## src/hw/rtl/mtep_pkg.sv

```systemverilog
package mtep_pkg;

    localparam int VLQ_MAX_BYTES = 5;
    localparam int TIME_BITS     = 32;

    localparam logic [7:0] DATA_MASK   = 8'h7F;
    localparam logic [7:0] STATUS_FLAG = 8'h80;
    localparam logic [7:0] SYSEX_BASE  = 8'hF0;
    localparam logic [7:0] META_STATUS = 8'hFF;
    localparam logic [7:0] META_TEMPO  = 8'h51;
    localparam logic [3:0] HI_NOTE_OFF = 4'h8;
    localparam logic [3:0] HI_NOTE_ON  = 4'h9;
    localparam logic [3:0] HI_PROGRAM  = 4'hC;
    localparam logic [3:0] HI_PRESSURE = 4'hD;

    localparam logic [1:0] TEMPO_BYTES = 2'd3;

    typedef enum logic [2:0] {
        PH_DELTA,
        PH_STATUS,
        PH_CHAN,
        PH_MTYPE,
        PH_MLEN,
        PH_SLEN,
        PH_SKIP,
        PH_ERROR
    } phase_t;

    typedef enum logic [1:0] {
        KIND_CHANNEL = 2'd0,
        KIND_META    = 2'd1,
        KIND_SYSEX   = 2'd2,
        KIND_ERROR   = 2'd3
    } event_kind_t;

    typedef struct packed {
        logic        tempo_valid;
        logic [23:0] tempo_value;
        logic [7:0]  meta_kind;
        event_kind_t event_kind;
        logic [7:0]  note_velocity;
        logic [7:0]  note_key;
        logic [7:0]  status_byte;
        logic [31:0] event_time;
    } event_t;

endpackage

```

## src/hw/rtl/mtep_parser.sv

```systemverilog
module mtep_parser
    import mtep_pkg::*;
(
    input  logic       clk,
    input  logic       rst_n,
    input  logic       step,
    input  logic [7:0] data_byte,
    input  logic       track_end,
    output logic       res_valid,
    output event_t     res
);

    phase_t                 phase_reg, phase_next;
    logic [31:0]            delta_reg, delta_next;
    logic [2:0]             vlq_cnt_reg, vlq_cnt_next;
    logic [TIME_BITS-1:0]   ticks_reg, ticks_next;
    logic [7:0]             running_reg, running_next;
    logic [7:0]             cur_status_reg, cur_status_next;
    logic [7:0]             first_reg, first_next;
    logic [31:0]            skip_reg, skip_next;
    logic [7:0]             cur_meta_reg, cur_meta_next;
    logic [23:0]            tempo_reg, tempo_next;
    logic [1:0]             idx_reg, idx_next;

    logic [2:0]  vlq_cnt_inc;
    logic [31:0] vlq_shift;
    logic        vlq_done;
    logic        do_chan;
    logic [7:0]  chan_status;
    logic [1:0]  chan_idx;
    logic        emit_ms;
    logic        need_one;
    logic        is_note;
    logic        tempo_ok;

    assign vlq_cnt_inc = vlq_cnt_reg + 3'd1;
    assign vlq_shift   = {delta_reg[24:0], data_byte[6:0]};
    assign vlq_done    = ((data_byte & STATUS_FLAG) == 8'h00)
                         || (vlq_cnt_inc >= 3'(VLQ_MAX_BYTES));

    always_comb
    begin
        phase_next      = phase_reg;
        delta_next      = delta_reg;
        vlq_cnt_next    = vlq_cnt_reg;
        ticks_next      = ticks_reg;
        running_next    = running_reg;
        cur_status_next = cur_status_reg;
        first_next      = first_reg;
        skip_next       = skip_reg;
        cur_meta_next   = cur_meta_reg;
        tempo_next      = tempo_reg;
        idx_next        = idx_reg;
        res_valid       = 1'b0;
        res             = '0;
        res.event_time  = 32'(ticks_reg);
        do_chan         = 1'b0;
        chan_status     = cur_status_reg;
        chan_idx        = idx_reg;
        emit_ms         = 1'b0;
        tempo_ok        = 1'b0;

        unique case (phase_reg)
            PH_STATUS:
            begin
                if (data_byte[7])
                begin
                    cur_status_next = data_byte;
                    idx_next        = 2'd0;
                    first_next      = 8'h00;
                    if (data_byte >= SYSEX_BASE)
                    begin
                        running_next = 8'h00;
                        delta_next   = 32'd0;
                        vlq_cnt_next = 3'd0;
                        phase_next   = (data_byte == META_STATUS) ? PH_MTYPE : PH_SLEN;
                    end
                    else
                    begin
                        running_next = data_byte;
                        phase_next   = PH_CHAN;
                    end
                end
                else if (running_reg == 8'h00)
                begin
                    phase_next     = PH_ERROR;
                    res_valid      = 1'b1;
                    res.event_kind = KIND_ERROR;
                end
                else
                begin
                    cur_status_next = running_reg;
                    idx_next        = 2'd0;
                    first_next      = 8'h00;
                    do_chan         = 1'b1;
                    chan_status     = running_reg;
                    chan_idx        = 2'd0;
                end
            end
            PH_CHAN:
            begin
                do_chan = 1'b1;
            end
            PH_MTYPE:
            begin
                cur_meta_next = data_byte;
                delta_next    = 32'd0;
                vlq_cnt_next  = 3'd0;
                phase_next    = PH_MLEN;
            end
            PH_MLEN, PH_SLEN:
            begin
                delta_next   = vlq_shift;
                vlq_cnt_next = vlq_cnt_inc;
                if (vlq_done)
                begin
                    skip_next  = vlq_shift;
                    tempo_next = 24'd0;
                    idx_next   = 2'd0;
                    if (vlq_shift == 32'd0)
                        emit_ms = 1'b1;
                    else
                        phase_next = PH_SKIP;
                end
            end
            PH_SKIP:
            begin
                if ((cur_status_reg == META_STATUS) && (cur_meta_reg == META_TEMPO)
                    && (idx_reg < TEMPO_BYTES))
                begin
                    tempo_next = {tempo_reg[15:0], data_byte};
                    idx_next   = idx_reg + 2'd1;
                end
                skip_next = skip_reg - 32'd1;
                if (skip_next == 32'd0)
                    emit_ms = 1'b1;
            end
            PH_ERROR:
            begin
                phase_next = PH_ERROR;
            end
            PH_DELTA:
            begin
                delta_next   = vlq_shift;
                vlq_cnt_next = vlq_cnt_inc;
                if (vlq_done)
                begin
                    ticks_next = ticks_reg + TIME_BITS'(vlq_shift);
                    phase_next = PH_STATUS;
                end
            end
            default:
            begin
                phase_next = PH_DELTA;
            end
        endcase

        need_one = (chan_status[7:4] == HI_PROGRAM) || (chan_status[7:4] == HI_PRESSURE);
        is_note  = (chan_status[7:4] == HI_NOTE_OFF) || (chan_status[7:4] == HI_NOTE_ON);

        if (do_chan)
        begin
            res.status_byte = chan_status;
            res.event_kind  = KIND_CHANNEL;
            if (chan_idx == 2'd0)
            begin
                first_next = data_byte;
                idx_next   = 2'd1;
                if (!need_one)
                    phase_next = PH_CHAN;
                else
                begin
                    phase_next   = PH_DELTA;
                    delta_next   = 32'd0;
                    vlq_cnt_next = 3'd0;
                    res_valid    = 1'b1;
                end
            end
            else
            begin
                phase_next        = PH_DELTA;
                delta_next        = 32'd0;
                vlq_cnt_next      = 3'd0;
                res_valid         = 1'b1;
                res.note_key      = is_note ? first_reg : 8'h00;
                res.note_velocity = is_note ? data_byte : 8'h00;
            end
        end

        if (emit_ms)
        begin
            phase_next   = PH_DELTA;
            delta_next   = 32'd0;
            vlq_cnt_next = 3'd0;
            res_valid    = 1'b1;
            if (cur_status_reg == META_STATUS)
            begin
                tempo_ok        = (cur_meta_reg == META_TEMPO) && (idx_next == TEMPO_BYTES);
                res.status_byte = META_STATUS;
                res.event_kind  = KIND_META;
                res.meta_kind   = cur_meta_reg;
                res.tempo_value = tempo_ok ? tempo_next : 24'd0;
                res.tempo_valid = tempo_ok;
            end
            else
            begin
                res.status_byte = cur_status_reg;
                res.event_kind  = KIND_SYSEX;
            end
        end

        if (track_end)
        begin
            phase_next      = PH_DELTA;
            delta_next      = 32'd0;
            vlq_cnt_next    = 3'd0;
            ticks_next      = '0;
            running_next    = 8'h00;
            cur_status_next = 8'h00;
            first_next      = 8'h00;
            skip_next       = 32'd0;
            cur_meta_next   = 8'h00;
            tempo_next      = 24'd0;
            idx_next        = 2'd0;
        end
    end

    always_ff @(posedge clk or negedge rst_n)
    begin
        if (!rst_n)
        begin
            phase_reg      <= PH_DELTA;
            delta_reg      <= 32'd0;
            vlq_cnt_reg    <= 3'd0;
            ticks_reg      <= '0;
            running_reg    <= 8'h00;
            cur_status_reg <= 8'h00;
            first_reg      <= 8'h00;
            skip_reg       <= 32'd0;
            cur_meta_reg   <= 8'h00;
            tempo_reg      <= 24'd0;
            idx_reg        <= 2'd0;
        end
        else if (step)
        begin
            phase_reg      <= phase_next;
            delta_reg      <= delta_next;
            vlq_cnt_reg    <= vlq_cnt_next;
            ticks_reg      <= ticks_next;
            running_reg    <= running_next;
            cur_status_reg <= cur_status_next;
            first_reg      <= first_next;
            skip_reg       <= skip_next;
            cur_meta_reg   <= cur_meta_next;
            tempo_reg      <= tempo_next;
            idx_reg        <= idx_next;
        end
    end

endmodule

```

## src/hw/rtl/midi_track_event_parser.sv

```systemverilog
// Parses the payload of a standard MIDI file track, one byte per beat.
// The slave side takes one track byte in tdata; tlast marks the last byte of
// the track, after which all parser state, the tick count included, returns
// to its reset value. The master side gives one beat per completed event:
// tdata holds the absolute tick time, status, note key, note velocity, meta
// type and tempo, and tuser holds the event kind and the tempo flag.
// A byte passes through an input register and then the parser, and each result
// is held in an output register that drives the master side.
// The parser takes one byte in every cycle while the receiver does not stall;
// bytes that complete no event give no beat at all.
// Reset is asynchronous and active low; it empties both registers and puts
// the parser back to expecting a delta time.
// When the receiver stalls, the result is held in the output register and
// one further byte may wait in the input register; tready then falls until
// the result is taken.
module midi_track_event_parser
    import mtep_pkg::*;
(
    input  logic        clk,
    input  logic        rst_n,
    input  logic        s_axis_tvalid,
    output logic        s_axis_tready,
    input  logic [7:0]  s_axis_tdata,   // data_byte
    input  logic        s_axis_tlast,   // track_end
    output logic        m_axis_tvalid,
    input  logic        m_axis_tready,
    // event_time, status_byte, note_key, note_velocity, meta_kind, tempo_value
    output logic [87:0] m_axis_tdata,
    output logic [2:0]  m_axis_tuser    // event_kind, tempo_valid
);

    logic       in_valid_reg, in_valid_next;
    logic [7:0] in_byte_reg;
    logic       in_last_reg;
    logic       out_valid_reg, out_valid_next;
    event_t     out_res_reg;
    logic       advance;
    logic       res_valid;
    event_t     res;

    assign advance       = in_valid_reg && (!out_valid_reg || m_axis_tready);
    assign s_axis_tready = !in_valid_reg || advance;

    mtep_parser u_parser (
        .clk       (clk),
        .rst_n     (rst_n),
        .step      (advance),
        .data_byte (in_byte_reg),
        .track_end (in_last_reg),
        .res_valid (res_valid),
        .res       (res)
    );

    always_comb
    begin
        in_valid_next = in_valid_reg;
        if (s_axis_tready)
            in_valid_next = s_axis_tvalid;
        out_valid_next = out_valid_reg;
        if (advance && res_valid)
            out_valid_next = 1'b1;
        else if (m_axis_tready)
            out_valid_next = 1'b0;
    end

    always_ff @(posedge clk or negedge rst_n)
    begin
        if (!rst_n)
        begin
            in_valid_reg  <= 1'b0;
            out_valid_reg <= 1'b0;
        end
        else
        begin
            in_valid_reg  <= in_valid_next;
            out_valid_reg <= out_valid_next;
        end
    end

    always_ff @(posedge clk)
    begin
        if (s_axis_tready && s_axis_tvalid)
        begin
            in_byte_reg <= s_axis_tdata;
            in_last_reg <= s_axis_tlast;
        end
        if (advance && res_valid)
            out_res_reg <= res;
    end

    assign m_axis_tvalid = out_valid_reg;
    assign m_axis_tdata  = {out_res_reg.tempo_value, out_res_reg.meta_kind,
                            out_res_reg.note_velocity, out_res_reg.note_key,
                            out_res_reg.status_byte, out_res_reg.event_time};
    assign m_axis_tuser  = {out_res_reg.tempo_valid, out_res_reg.event_kind};

    a_in_held: assert property (@(posedge clk) disable iff (!rst_n)
        in_valid_reg && !advance |=> in_valid_reg)
        else $error("input byte lost while the parser was stalled");

    a_ready_busy: assert property (@(posedge clk) disable iff (!rst_n)
        !s_axis_tready |-> in_valid_reg && out_valid_reg && !m_axis_tready)
        else $error("tready low without a full pipeline");

    a_out_source: assert property (@(posedge clk) disable iff (!rst_n)
        $rose(m_axis_tvalid) |-> $past(advance))
        else $error("result appeared without a parser step");

    a_tempo_meta: assert property (@(posedge clk) disable iff (!rst_n)
        m_axis_tvalid && m_axis_tuser[2] |-> m_axis_tuser[1:0] == KIND_META)
        else $error("tempo flag set on a non-meta event");

    a_error_status: assert property (@(posedge clk) disable iff (!rst_n)
        m_axis_tvalid && m_axis_tuser[1:0] == KIND_ERROR |-> m_axis_tdata[39:32] == 8'h00)
        else $error("missing status event carries a status byte");

endmodule

```

## config.mk

```make
export PLATFORM = sky130hd
export DESIGN_NAME = midi_track_event_parser
export DESIGN_NICKNAME = d
export VERILOG_FILES = /design/src/hw/rtl/mtep_pkg.sv /design/src/hw/rtl/mtep_parser.sv /design/src/hw/rtl/midi_track_event_parser.sv
export SDC_FILE = /design/constraint.sdc
export NUM_CORES = 1
export LEC_CHECK = 0
export BUFFER_PORTS_ARGS = -buffer_cell sky130_fd_sc_hd__buf_2
export CORE_UTILIZATION = 50
export CTS_BUF_LIST = sky130_fd_sc_hd__clkbuf_8
export DETAILED_ROUTE_END_ITERATION = 10
export MAX_ROUTING_LAYER = met4
export PLACE_DENSITY = 0.7
export SLEW_MARGIN = 20
export SYNTH_ARGS = -nofsm -noshare
export SYNTH_HDL_FRONTEND = slang
export SYNTH_SLANG_ARGS = --single-unit
```

## constraint.sdc

```tcl
create_clock -name clk -period 18.89 [get_ports clk]
set_input_delay 1.889 -clock clk [delete_from_list [all_inputs] [get_ports clk]]
set_output_delay 1.889 -clock clk [all_outputs]
set_load 0.05 [all_outputs]
```

==> results.toml <==
[setup_path]
cp_num_buf_inv = 2
critPathLaunchType = "input pin"
crit_top_cell = "buf_2"
path_delay_family = "simple AND/OR/NAND/NOR gates"
worstSetupPathType = "in -> out"
crit_required_ns = 17.00
cpMaxStageDelayCell = "or2_2"
regToRegSetupSlack_ns = 14.36
critPathMaxFanout = 4
cp.arrival_ns = 2.68
end_kind = "output pin"
max_stage_delay_ns = 0.31
worstPathCellList = "buf_2, nand2b_1, or2_2, buf_2"

[placement]
io_buffers = 105
place_hpwl_um = 19380
gp_congestion = 0.9093

[timing]
fmax_mhz = 219.0
maxSlewHeadroom_pct = 31.09
finalCriticalPeriod_ns = 4.566
worstMarginPinSlew_ns = 1.030
fin_crit_sh_pct = 24.17
finalSetupViolCount = 0
slew_violations = 0
rsz0062_at_grt = "no"
skew_ns = 0.02977
fin_tns_setup_ns = 0
whs_ns = 0.4497
finalHoldViolCount = 0

[global_route]
gr-total-overflow = 0
antenna_found_initial = 0
grt_max_degree = 92
grt_pass1_vias = 8873
grt.total_usage_pct = 23.84
grt_pass1_wl_um = 47740

[finish]
area_delta_synth_final_pct = 12.68
register_area_mm2 = 0.006882
nFillCells = 2118
multi_input_area_mm2 = 0.005381
drive_above_1_share_pct = 16.12
diodes = 0
largest_register_ffs = 88
layout.nets = 1298

[cts]
cts_setup_buffers = 0
numCtsBuffers = 43
cts_root_buf = "clkbuf_8"
cts_hold_buffers = 0
clock-sinks = 255
cts_tree = "yes"
h-tree-depth = 2
cts_resized = 0
clk_path_buf_depth = 3
path_clk_slew_ns = 0.05
insertion_delay_ns = 0.58

[synth]
synth.ff_latch_count = 255
synth_area_mm2 = 0.01262
seq_area_frac_synth_pct = 54.52
ys.flop_type = "dfrtp_1"
synth_common_cells = "dfrtp_1 (155), a22o_1 (100), edfxtp_1 (100)"
syn_nets = 1201
synth_top_cell_area_share_pct = 30.73
yosys_warnings = 0
yosysMostFrequentCell = "dfrtp_1"
async_reset_ff_share_pct = 60.78
synth_area_leaders = "dfrtp_1 (31%), edfxtp_1 (24%), a22o_1 (6.9%)"
yosys-mux-area-fraction_pct = 0.7137
synth_compound_area_share_pct = 21.41
syn_avg_cell_area_um2 = 10.97
yosys.area.top_type = "dfrtp_1"
synthDistinctLibCells = 76
synth_top_family_by_area = "compound AO/OA/AOI/OAI gates"
synthSimpleGateAreaFrac_pct = 13.96
synth-edff-count = 100
synthAdderAreaFrac_pct = 3.727
yosys.area_share.xor_xnor_pct = 2.498
synth_cells = 1151

[detailed_routing]
vias = 9649
wl_um = 30020
avgViaCountPerCell = 6.023
dr.pass1.iters = 5
drc_errors = 0
postRouteAntennaNets = 0
drt_iter0_drc = 963
post_drt_wl_per_cell_um = 18.74

[pwr]
power.leakage_nw = 6.202
p_per_area_mw_per_mm2 = 124.8
p_int_w = 0.001098
peakVddDrop_uv = 63.10
pwr-share-comb_pct = 31.0
power_frac_seq_pct = 42.4
switchingPower_w = 0.0006774
power_w = 0.001776
swShare_pct = 38.15
clkPwrFrac_pct = 26.6

[die]
die_area_mm2 = 0.02588
start_util_pct = 51.45
die_h_um = 160.9
die_w_um = 160.9
core_area_mm2 = 0.02453
io_pins = 106
row_count = 57

[worst_hold_path]
hold_path_class = "reg -> reg"

[job]
max-cap-violations = 0

[run_status]
status = "completed"
## cells by family after synthesis
group / Yosys count
DFF: 255
buffers and inverters: 94
adders and majority gates: 37
and+or+nand+nor: 329
muxes: 9
AOI/OAI and AO/OA: 391
xor gates and xnor gates: 36
## area by class of cell
cell class | count | area share, %
Sequential cell | 255 | 48.39
Clock inverter | 30 | 1.381
Inverter | 28 | 0.7390
Tap cell | 324 | 2.850
Clock buffer | 45 | 4.355
Timing Repair Buffer | 118 | 4.451
Multi-Input combinational cell | 802 | 37.84
## power groups by stage
stage                     Combinational (W)  Sequential, W  Clock (W)
after detailed placement           0.000545       0.000760          0
after global placement             0.000539       0.000756          0
after global routing               0.000605       0.000761   0.000507
after floorplan                    0.000378       0.000787          0
after CTS                          0.000548       0.000750   0.000483
final                              0.000551       0.000752   0.000473
## layer usage
layer  global-route usage (%)  routed length, um  vias up
met2                    35.11              13530      322
met1                    34.22              13980     4726
met4                    6.818                607        0
met3                    3.693               1897       50
li1                         -                  -     4551
met5                        -                  0        -
## worst paths after layout
| path | from | end | cells past startpoint |
|---|---|---|---|
| max in group asynchronous | rst_n | u_parser.cur_status_reg[2]$_DFFE_PN0P_ | 2 |
| min reg2reg | u_parser.ticks_reg[31]$_DFFE_PN0P_ | m_axis_tdata[31]$_DFFE_PP_ | 0 |
| min in group asynchronous | rst_n | u_parser.skip_reg[3]$_DFFE_PN0P_ | 1 |
| min | u_parser.ticks_reg[31]$_DFFE_PN0P_ | m_axis_tdata[31]$_DFFE_PP_ | 0 |
| max reg2reg | u_parser.skip_reg[1]$_DFFE_PN0P_ | m_axis_tdata[26]$_DFFE_PP_ | 12 |
| max | m_axis_tready | s_axis_tready | 4 |
## stage by stage
stage          worst slack [ns]  instances  util, %  cell area, um2
2_1_floorplan             11.58       1151        -           12620
3_3_place_gp              14.26       1527    54.58           13390
3_5_place_dp              14.15       1527    54.61           13400
4_1_cts                   14.13       1602    57.94           14210
5_1_grt                   14.07       1602    57.97           14220
6_report                  14.32       1602    57.97           14220
## cells in the final DEF (no fill, tap or decap), types with 43 or more instances in the layout
cell type and instances:
a22o_1 100, dfrtp_1 155, o21ai_0 97, buf_2 104, a21oi_1 69, clkbuf_8 45, edfxtp_1 100, nand2_1 72
nor2_1 81, inv_1 43
(Power assumes the default switching activity.)
